**src/rtl/sls_pkg.sv**
```systemverilog
// shared link session arbiter: package with state codes, status codes and types
// used by sls_step, shared_link_session_fsm_top and sls_checker; no dependencies
package sls_pkg;

    localparam int unsigned LIMIT_W = 6;

    // session states
    localparam logic [1:0] ST_IDLE      = 2'd0;
    localparam logic [1:0] ST_AUTOPOLL  = 2'd1;
    localparam logic [1:0] ST_PRIMARY   = 2'd2;
    localparam logic [1:0] ST_SECONDARY = 2'd3;

    // status codes
    localparam logic [1:0] RC_OK       = 2'd0;
    localparam logic [1:0] RC_BUSY     = 2'd1;
    localparam logic [1:0] RC_ABNORMAL = 2'd2;
    localparam logic [1:0] RC_AVAIL    = 2'd3;

    // request modes
    localparam logic [2:0] MODE_AUTOPOLL  = 3'd0;
    localparam logic [2:0] MODE_START_PRI = 3'd1;
    localparam logic [2:0] MODE_START_SEC = 3'd2;
    localparam logic [2:0] MODE_END_PRI   = 3'd3;
    localparam logic [2:0] MODE_END_SEC   = 3'd4;
    localparam logic [2:0] MODE_TICK      = 3'd5;
    localparam logic [2:0] MODE_AVAIL     = 3'd6;
    localparam logic [2:0] MODE_UNUSED    = 3'd7;

    // request flag bits
    localparam int unsigned FLAG_CHECK_ACCESS = 0;
    localparam int unsigned FLAG_WAIT_ALWAYS  = 1;
    localparam int unsigned FLAG_WAIT_FIELD   = 2;

    localparam logic [1:0] SEC_FREE_BIT = 2'd2;

    localparam logic [LIMIT_W-1:0] RETRY_LIMIT_RESET = LIMIT_W'(30);

    typedef struct packed {
        logic [1:0]         st;
        logic               pend;
        logic [LIMIT_W-1:0] left;
        logic [3:0]         mask;
        logic               sel;
        logic               pwr;
    } t_state;

    typedef struct packed {
        logic [2:0] mode;
        logic [2:0] request_flags;
        logic       access_disabled;
        logic       power_on_failed;
        logic       field_detect_high;
        logic [1:0] avail_source;
        logic       avail_level;
    } t_item;

    typedef struct packed {
        logic [1:0] status_code;
        logic       select_level;
        logic       power_level;
        logic       power_wait_needed;
        logic       all_available;
        logic       wake_pulse;
        logic [1:0] session_now;
    } t_result;

endpackage

```
**src/rtl/sls_step.sv**
```systemverilog
// shared link session arbiter: transition and action table for one word
// combinational; depends on sls_pkg
module sls_step (
    input  sls_pkg::t_state                      i_cur,
    input  sls_pkg::t_item                       i_item,
    input  logic [sls_pkg::LIMIT_W-1:0]          i_retry_limit,
    output sls_pkg::t_state                      o_next,
    output sls_pkg::t_result                     o_result,
    output logic                                 o_has_result
);
    import sls_pkg::*;

    logic [2:0]         ev;
    logic               run_event;
    logic               defer;
    logic               wait_n;
    logic               wake;
    logic [1:0]         status;
    logic [LIMIT_W-1:0] eff_limit;
    t_state             n;

    assign eff_limit = (i_retry_limit == '0) ? LIMIT_W'(1) : i_retry_limit;
    // a tick replays the start-secondary row
    assign ev = (i_item.mode == MODE_TICK) ? MODE_START_SEC : i_item.mode;
    assign run_event = (i_item.mode <= MODE_END_SEC) ||
                       ((i_item.mode == MODE_TICK) && i_cur.pend);

    always_comb begin
        n            = i_cur;
        defer        = 1'b0;
        wait_n       = 1'b0;
        wake         = 1'b0;
        status       = RC_OK;
        o_has_result = 1'b0;

        if (run_event) begin
            unique case (i_cur.st)
                ST_IDLE: begin
                    if (ev == MODE_AUTOPOLL || ev == MODE_START_PRI) begin
                        if ((i_item.request_flags[FLAG_CHECK_ACCESS] && i_item.access_disabled)
                            || i_item.power_on_failed) begin
                            n.st   = ST_IDLE;
                            n.sel  = 1'b0;
                            n.pwr  = 1'b0;
                            status = RC_BUSY;
                        end else begin
                            n.st   = (ev == MODE_AUTOPOLL) ? ST_AUTOPOLL : ST_PRIMARY;
                            n.sel  = 1'b1;
                            n.pwr  = 1'b1;
                            wait_n = i_item.request_flags[FLAG_WAIT_ALWAYS] |
                                     (i_item.request_flags[FLAG_WAIT_FIELD] &
                                      i_item.field_detect_high);
                        end
                    end else if (ev == MODE_START_SEC) begin
                        n.sel               = 1'b0;
                        n.mask[SEC_FREE_BIT] = 1'b0;
                        n.st                = ST_SECONDARY;
                    end
                end
                ST_AUTOPOLL: begin
                    if (ev == MODE_START_SEC) begin
                        n.st   = ST_PRIMARY;
                        n.pend = 1'b1;
                        n.left = eff_limit;
                        defer  = 1'b1;
                    end else if (ev == MODE_END_PRI) begin
                        n.st  = ST_IDLE;
                        n.sel = 1'b0;
                        n.pwr = 1'b0;
                    end else begin
                        status = RC_ABNORMAL;
                    end
                end
                ST_PRIMARY: begin
                    if (ev == MODE_START_SEC) begin
                        status = RC_BUSY;
                    end else if (ev == MODE_END_PRI) begin
                        n.st  = ST_IDLE;
                        n.sel = 1'b0;
                        n.pwr = 1'b0;
                    end else begin
                        status = RC_ABNORMAL;
                    end
                end
                default: begin
                    if (ev == MODE_AUTOPOLL || ev == MODE_START_PRI) begin
                        status = RC_BUSY;
                    end else if (ev == MODE_END_PRI) begin
                        status = RC_ABNORMAL;
                    end else if (ev == MODE_END_SEC) begin
                        n.mask[SEC_FREE_BIT] = 1'b1;
                        wake = &n.mask;
                        n.st = ST_IDLE;
                    end
                end
            endcase

            if (defer) begin
                o_has_result = 1'b0;
            end else if (i_item.mode == MODE_TICK) begin
                // failed attempt with tries left stays silent
                if (status != RC_OK && i_cur.left > LIMIT_W'(1)) begin
                    n.left       = i_cur.left - LIMIT_W'(1);
                    o_has_result = 1'b0;
                end else begin
                    n.pend       = 1'b0;
                    n.left       = '0;
                    o_has_result = 1'b1;
                end
            end else begin
                o_has_result = 1'b1;
            end
        end else if (i_item.mode == MODE_AVAIL) begin
            n.mask[i_item.avail_source] = i_item.avail_level;
            wake         = &n.mask;
            status       = RC_AVAIL;
            o_has_result = 1'b1;
        end
    end

    assign o_next                     = n;
    assign o_result.status_code       = status;
    assign o_result.select_level      = n.sel;
    assign o_result.power_level       = n.pwr;
    assign o_result.power_wait_needed = wait_n;
    assign o_result.all_available     = &n.mask;
    assign o_result.wake_pulse        = wake;
    assign o_result.session_now       = n.st;

endmodule

```
**src/rtl/shared_link_session_fsm_top.sv**
```systemverilog
// shared link session arbiter: top level with input register, session state and
// result register; depends on sls_pkg and sls_step
//
// usage:
//   input channel  i_in_valid / o_in_ready carries one request word (mode, flags,
//   line levels, availability update). output channel o_out_valid / i_out_ready
//   carries one result word (status, select, power, wait, availability, session).
//   i_cfg_we / i_cfg_data write retry_limit at once; 0 behaves as 1.
//   a word is taken into the input register, and its result is registered
//   when it advances. words that produce no result (tick with nothing
//   to report, deferred secondary open, mode 7) leave nothing on the output.
//   throughput: one word per cycle unless the output stalls; the table lookup
//   and state update are one pass of logic between the input and result registers.
//   reset (i_rst_n low, synchronous) returns to idle, clears the availability
//   mask, select and power, drops any pending retry and sets retry_limit to 30.
//   when the receiver stalls, the result register holds; an empty input register
//   still takes one more word, then o_in_ready drops until the result is taken.
module shared_link_session_fsm_top (
    input  logic                          i_clk,
    input  logic                          i_rst_n,
    input  logic                          i_cfg_we,
    input  logic [sls_pkg::LIMIT_W-1:0]   i_cfg_data,
    input  logic                          i_in_valid,
    output logic                          o_in_ready,
    input  logic [2:0]                    i_mode,
    input  logic [2:0]                    i_request_flags,
    input  logic                          i_access_disabled,
    input  logic                          i_power_on_failed,
    input  logic                          i_field_detect_high,
    input  logic [1:0]                    i_avail_source,
    input  logic                          i_avail_level,
    output logic                          o_out_valid,
    input  logic                          i_out_ready,
    output logic [1:0]                    o_status_code,
    output logic                          o_select_level,
    output logic                          o_power_level,
    output logic                          o_power_wait_needed,
    output logic                          o_all_available,
    output logic                          o_wake_pulse,
    output logic [1:0]                    o_session_now
);
    import sls_pkg::*;

    logic               r_in_valid;
    t_item              r_item;
    t_state             r_state;
    t_state             n_state;
    logic [LIMIT_W-1:0] r_retry_limit;
    logic               r_out_valid;
    t_result            r_out;
    t_result            n_out;
    logic               step_has_result;
    logic               advance;

    assign advance    = r_in_valid && (!r_out_valid || i_out_ready);
    assign o_in_ready = !r_in_valid || advance;

    sls_step u_step (
        .i_cur         (r_state),
        .i_item        (r_item),
        .i_retry_limit (r_retry_limit),
        .o_next        (n_state),
        .o_result      (n_out),
        .o_has_result  (step_has_result)
    );

    always_ff @(posedge i_clk) begin
        if (!i_rst_n) begin
            r_retry_limit <= RETRY_LIMIT_RESET;
        end else if (i_cfg_we) begin
            r_retry_limit <= i_cfg_data;
        end
    end

    always_ff @(posedge i_clk) begin
        if (!i_rst_n) begin
            r_in_valid <= 1'b0;
        end else if (o_in_ready) begin
            r_in_valid <= i_in_valid;
        end
    end

    always_ff @(posedge i_clk) begin
        if (i_in_valid && o_in_ready) begin
            r_item.mode              <= i_mode;
            r_item.request_flags     <= i_request_flags;
            r_item.access_disabled   <= i_access_disabled;
            r_item.power_on_failed   <= i_power_on_failed;
            r_item.field_detect_high <= i_field_detect_high;
            r_item.avail_source      <= i_avail_source;
            r_item.avail_level       <= i_avail_level;
        end
    end

    always_ff @(posedge i_clk) begin
        if (!i_rst_n) begin
            r_state <= '{st: ST_IDLE, pend: 1'b0, left: '0, mask: '0, sel: 1'b0, pwr: 1'b0};
        end else if (advance) begin
            r_state <= n_state;
        end
    end

    always_ff @(posedge i_clk) begin
        if (!i_rst_n) begin
            r_out_valid <= 1'b0;
        end else if (advance) begin
            r_out_valid <= step_has_result;
        end else if (i_out_ready) begin
            r_out_valid <= 1'b0;
        end
    end

    always_ff @(posedge i_clk) begin
        if (advance && step_has_result) begin
            r_out <= n_out;
        end
    end

    assign o_out_valid         = r_out_valid;
    assign o_status_code       = r_out.status_code;
    assign o_select_level      = r_out.select_level;
    assign o_power_level       = r_out.power_level;
    assign o_power_wait_needed = r_out.power_wait_needed;
    assign o_all_available     = r_out.all_available;
    assign o_wake_pulse        = r_out.wake_pulse;
    assign o_session_now       = r_out.session_now;

endmodule

```
**config.mk**
```make
export PLATFORM = sky130hd
export DESIGN_NAME = shared_link_session_fsm_top
export DESIGN_NICKNAME = d
export VERILOG_FILES = /design/src/rtl/sls_pkg.sv /design/src/rtl/sls_step.sv /design/src/rtl/shared_link_session_fsm_top.sv
export SDC_FILE = /design/constraint.sdc
export NUM_CORES = 1
export LEC_CHECK = 0
export BUFFER_PORTS_ARGS = -buffer_cell sky130_fd_sc_hd__buf_4
export CAP_MARGIN = 20
export CORE_ASPECT_RATIO = 1.2
export CORE_MARGIN = 2
export CORE_UTILIZATION = 57
export DETAILED_ROUTE_END_ITERATION = 7
export PLACE_DENSITY = 0.79
export SYNTH_ARGS = -nofsm -noshare
export SYNTH_HDL_FRONTEND = slang
export SYNTH_SLANG_ARGS = --single-unit
```
**constraint.sdc**
```tcl
create_clock -name i_clk -period 3.1 [get_ports i_clk]
set_input_delay 0.62 -clock i_clk [delete_from_list [all_inputs] [get_ports i_clk]]
set_output_delay 0.62 -clock i_clk [all_outputs]
set_load 0.02 [all_outputs]
```
Word level (Yosys, flattened, before mapping)
Index checks and enable logic that the tools add are counted.

word-level totals
  bits in registers = 44

cells by class
  add/subtract/negate cells = 1
  magnitude comparators = 4
  equality and inequality tests = 8
  mux-type cells = 68
  bitwise operators = 5
  reductions and logical operators = 26

operator list
  kind                   number
  $mux W2                24
  $mux W1                29
  $mux W7                4
  $mux W6                2
  $pmux W2 S3            2
  $eq A3 B3 Y1 const B   3
  $mux W9                1
  $reduce_and A4 Y1      2
  $logic_and A1 B1 Y1    7
  $eq A3 B2 Y1 const B   2
  $gt A6 B1 Y1 const B   1
  $logic_not A6 Y1       1
  $sub A6 B1 Y6 const B  1
  $logic_or A1 B1 Y1     5
  $bwmux W4              1
  $mux W4                1
  $pmux W2 S2            1
  $reduce_bool A2 Y1     2
  $reduce_or A4 Y1       1
  $eq A3 B1 Y1 const B   1
  $le A3 B3 Y1 const B   1
  $logic_not A3 Y1       1
  $lt A2 B3 Y1 const B   1
  $mux W3                1
  14 further kinds       17

Longest topological paths before layout
  depth in word-level cells = 14
  mapped depth = 8
  mapped depth without buffers = 8

Hierarchy
Synthesis repeated with hierarchy kept, for this count alone.

unflattened totals
  cells, all modules = 283
  area total of the unflattened synthesis = 2665.1 µm²

by module, submodules not included
  module                       instances  cells each  area an instance (µm²)  sequential area each (µm²)
  shared_link_session_fsm_top  1          118         1559.0                  1091.0
  sls_step                     1          165         1106.1                  0.0

Worst setup path before layout
OpenSTA, ideal clock, no wires.

  path kind = reg2reg
  start = reg r_state[13] (netlist bit)
  end = reg r_out, in the netlist o_all_available, enable pin
  library setup time = 0.387 ns
  arrival time = 1.869 ns
  required time = 2.713 ns
  slack = 0.844 ns
  stages on the path, launching flop included = 9
  clock period less this slack = 2.256 ns
  cells stage by stage = dfxtp_1 > inv_1 > ha_1 > nor2_1 > a211oi_1 > o22a_1 > o21ai_4 > o21ai_0 > o21ai_0

on the way
  word-level cells in the longest chain between the ends = 10
  elaborated cells between the ends (all ways) = 14

ends and longest elaborated chain
  element                                     line                                RTL
  from (decl)                                 shared_link_session_fsm_top.sv:46   t_state r_state;
  from (signal assigned)                      shared_link_session_fsm_top.sv:97   r_state <= '{st: ST_IDLE, pend: 1'b0, left: '0, mask: '0, sel: 1'b0, pwr: 1'b0};
  from (signal assigned)                      shared_link_session_fsm_top.sv:99   r_state <= n_state;
  $eq A2 B2 Y1, or another cell as far along  sls_step.sv:37                      unique case (i_cur.st)
  $pmux W2 S3                                 sls_step.sv:37
  $mux W2                                     sls_step.sv:36                      if (run_event) begin
  $reduce_bool A2 Y1                          sls_step.sv:102                     if (status != RC_OK && i_cur.left > LIMIT_W'(1)) begin
  $logic_and A1 B1 Y1                         sls_step.sv:102
  $mux W1                                     sls_step.sv:102
  $mux W1                                     sls_step.sv:100                     end else if (i_item.mode == MODE_TICK) begin
  $mux W1 *                                   sls_step.sv:98                      if (defer) begin
  $mux W1 *                                   sls_step.sv:36
  $logic_and A1 B1 Y1 *                       shared_link_session_fsm_top.sv:114  if (advance && step_has_result) begin
  to (signal assigned)                        shared_link_session_fsm_top.sv:115  r_out <= n_out;
  to (decl)                                   shared_link_session_fsm_top.sv:50   t_result r_out;

Every way passes the cells marked *; elsewhere a longest branch is shown, timed or not. The select of a mux whose other input is x is not followed.
A chain may end at the register's enable or synchronous reset.

Final worst setup path
  start = reg r_state[13] (netlist bit)
  end = reg r_out, in the netlist o_wake_pulse, enable pin

Same word-level chain as after synthesis.

==> qor.yml <==
status: "finished clean"
ios: 34
layout_setup_ws_ps: 686
worstHoldEndpoint: "r_state[0]"
numCtsBuffers: 5
clock_path_buffers: 2
rsz0062_at_grt: "false"
synth_cell_types: 52
path_max_fanout: 9
min_from: "r_state[0]"
synth_area_leader_cell: "edfxtp_1"
cts_setup_buffers: 0
r2r_slack_ps: 690
wirelength_um: 5500
drive_gt1_share_pct: 18.6
drt_iter0_markers: 193
reg2reg_to: "o_wake_pulse"
finClkSkew_ps: 8.72
worst_pin_slew_ps: 502
fin_crit_sh_pct: 77.9
cts_resized: 0
via_count: 2136
grt_pass1_wl_um: 8820
yosys_most_used_dff: "dfxtp_1"
grt_max_degree: 28
drcViolationCount: 0
hold_viol: 0
synth_top_area_share_pct: 25.7
netlist_instances: 269
r2r_start: "r_state[13]"
cts.sinks: 44
post-dp-hpwl_um: 3930
maxSlewHeadroom_pct: 66.5
die_w_um: 63.8
grt_pass1_vias: 1934
synth_edf_count: 21
antenna_found_initial: 0
min_path_cells: 2
slew_viol_final: 0
fin_area_um2: 2900
antenna_cells: 0
die_h_um: 75.8
synth_common_cells: "nand2_1, dfxtp_1, a21oi_1, edfxtp_1, nor2_1"
fin_util_pct: 69.2
fmax_mhz: 414
fin_tns_setup_ps: 0
fillerInstances: 324
worstPathArrival_ps: 2420
clock_latency_ps: 300
cts_tree: "built"
area_delta_synth_final_pct: 18.5
synth_area_leaders: "edfxtp_1, dfxtp_1, nand2_1, a21oi_1, mux2i_1"
p_leak_nw: 1.14
ant_nets: 0
first_pass_iters: 4
required_ps: 3100
min_path_type: "reg -> reg"
cp-start-kind: "flip-flop"
grt_usage_pct: 23.5
grt-ovfl-total: 0
via_per_inst: 5.98
async_flop_share_pct: 0
place.gp.congestion: 0.894
syn_area_per_cell_um2: 9.11
criticalPathCategory: "reg -> reg"
clk_pin_slew_ps: 90
pre_cts_slack_ps: 759
dieArea_um2: 4840
synth.yosys.seq_area_share_pct: 44.5
synth_most_common_cell: "nand2_1"
wl_per_cell_um: 15.4
worstSetupEndpointType: "flip-flop"
period_minus_slack_ps: 2410
power_density_nw_per_um2: 514
cts_htree_levels: 2
cts_hold_buf: 0
cts_root_buffer: "clkbuf_8"
yosys_warnings: 0
core_region_area_um2: 4200
cap_viol_max_count: 0
syn-cell-area_um2: 2450
peakVddDrop_v: 0.000359
syn_nets: 299
initial_core_util_pct: 58.4
reg2regPathDepth: 9
core.rowCount: 26
port_buffers: 33
place_area_um2: 2750
setup_viol: 0
synth_seq_cells: 44
layout.nets: 330
where the power goes:
| group | switching, W | internal [W] |
|---|---|---|
| combinational | 0.000119 | 0.0000966 |
| sequential | 0.0000312 | 0.000643 |
| clock | 0.000200 | 0.000403 |
logic make-up (layout without fill, tap and decap cells):
kind of cell,after synthesis,count (layout),share of synthesized area [%]
fa+ha+maj,7,7,3.57
buf+inv,26,58,4.44
compound gates,82,82,22.7
mux,11,11,4.49
simple gates,99,99,20.3
flops,44,44,44.5
layout by cell type (no fill, tap or decap), types with 10 or more instances in the layout:
cell	Yosys	routed
nand2_1	33	33
inv_1	11	11
nor2b_1	10	10
dfxtp_1	23	23
o21ai_0	13	13
a21oi_1	22	22
buf_4	0	39
mux2i_1	11	11
nor2_1	16	16
edfxtp_1	21	21
critical path, stage by stage, from the launching register on:
cell      delay [ps]
dfxtp_1          490
inv_1            130
ha_1             270
nor2_1           180
a211oi_1          70
o22a_1           280
o21ai_4          270
o21ai_0          110
o21ai_0           90
buf_4            220
layer usage:
layer  global-route usage (%)  wire (um)  up-vias
li1                         -          -     1053
met1                     30.9       2330      997
met2                     39.4       2760       79
met3                     3.25        319        7
met4                     10.1         80        0
met5                        0          0        -
sequential cells by signal (all words and copies together) (netlist names), 2 cells and up:
signal,count
o_status_code,2
o_session_now,2
r_retry_limit,6
r_state,15
r_item,12
worst max path at each step:
stage	depth (start not counted)	slack, ps	startpoint	to
after floorplan	8	840	r_state[13]	o_all_available
after CTS	9	740	r_state[13]	o_wake_pulse
final	9	690	r_state[13]	o_wake_pulse
after detailed placement	9	760	r_state[13]	o_power_wait_needed
after global routing	9	520	r_state[13]	o_wake_pulse
after global placement	9	820	r_state[13]	o_power_level
stage by stage:
stage	hold WS, ps	total power, W	instances
final	465	0.00149	357
after global routing	490	0.00154	357
after CTS	468	0.00149	357
after detailed placement	457	0.000900	349
after global placement	450	0.000897	349
after floorplan	436	0.000828	269
cell type report:
cell class | instances | area, um^2 | area share, %
Clock buffer | 5 | 68.8 | 2.37
Clock inverter | 3 | 90.1 | 3.10
Timing Repair Buffer | 39 | 293 | 10.1
Tap cell | 56 | 70.1 | 2.41
Sequential cell | 44 | 1090 | 37.6
Inverter | 11 | 41.3 | 1.42
Multi-Input combinational cell | 199 | 1250 | 43.0
Note: power is estimated with default switching activity, not from simulation.
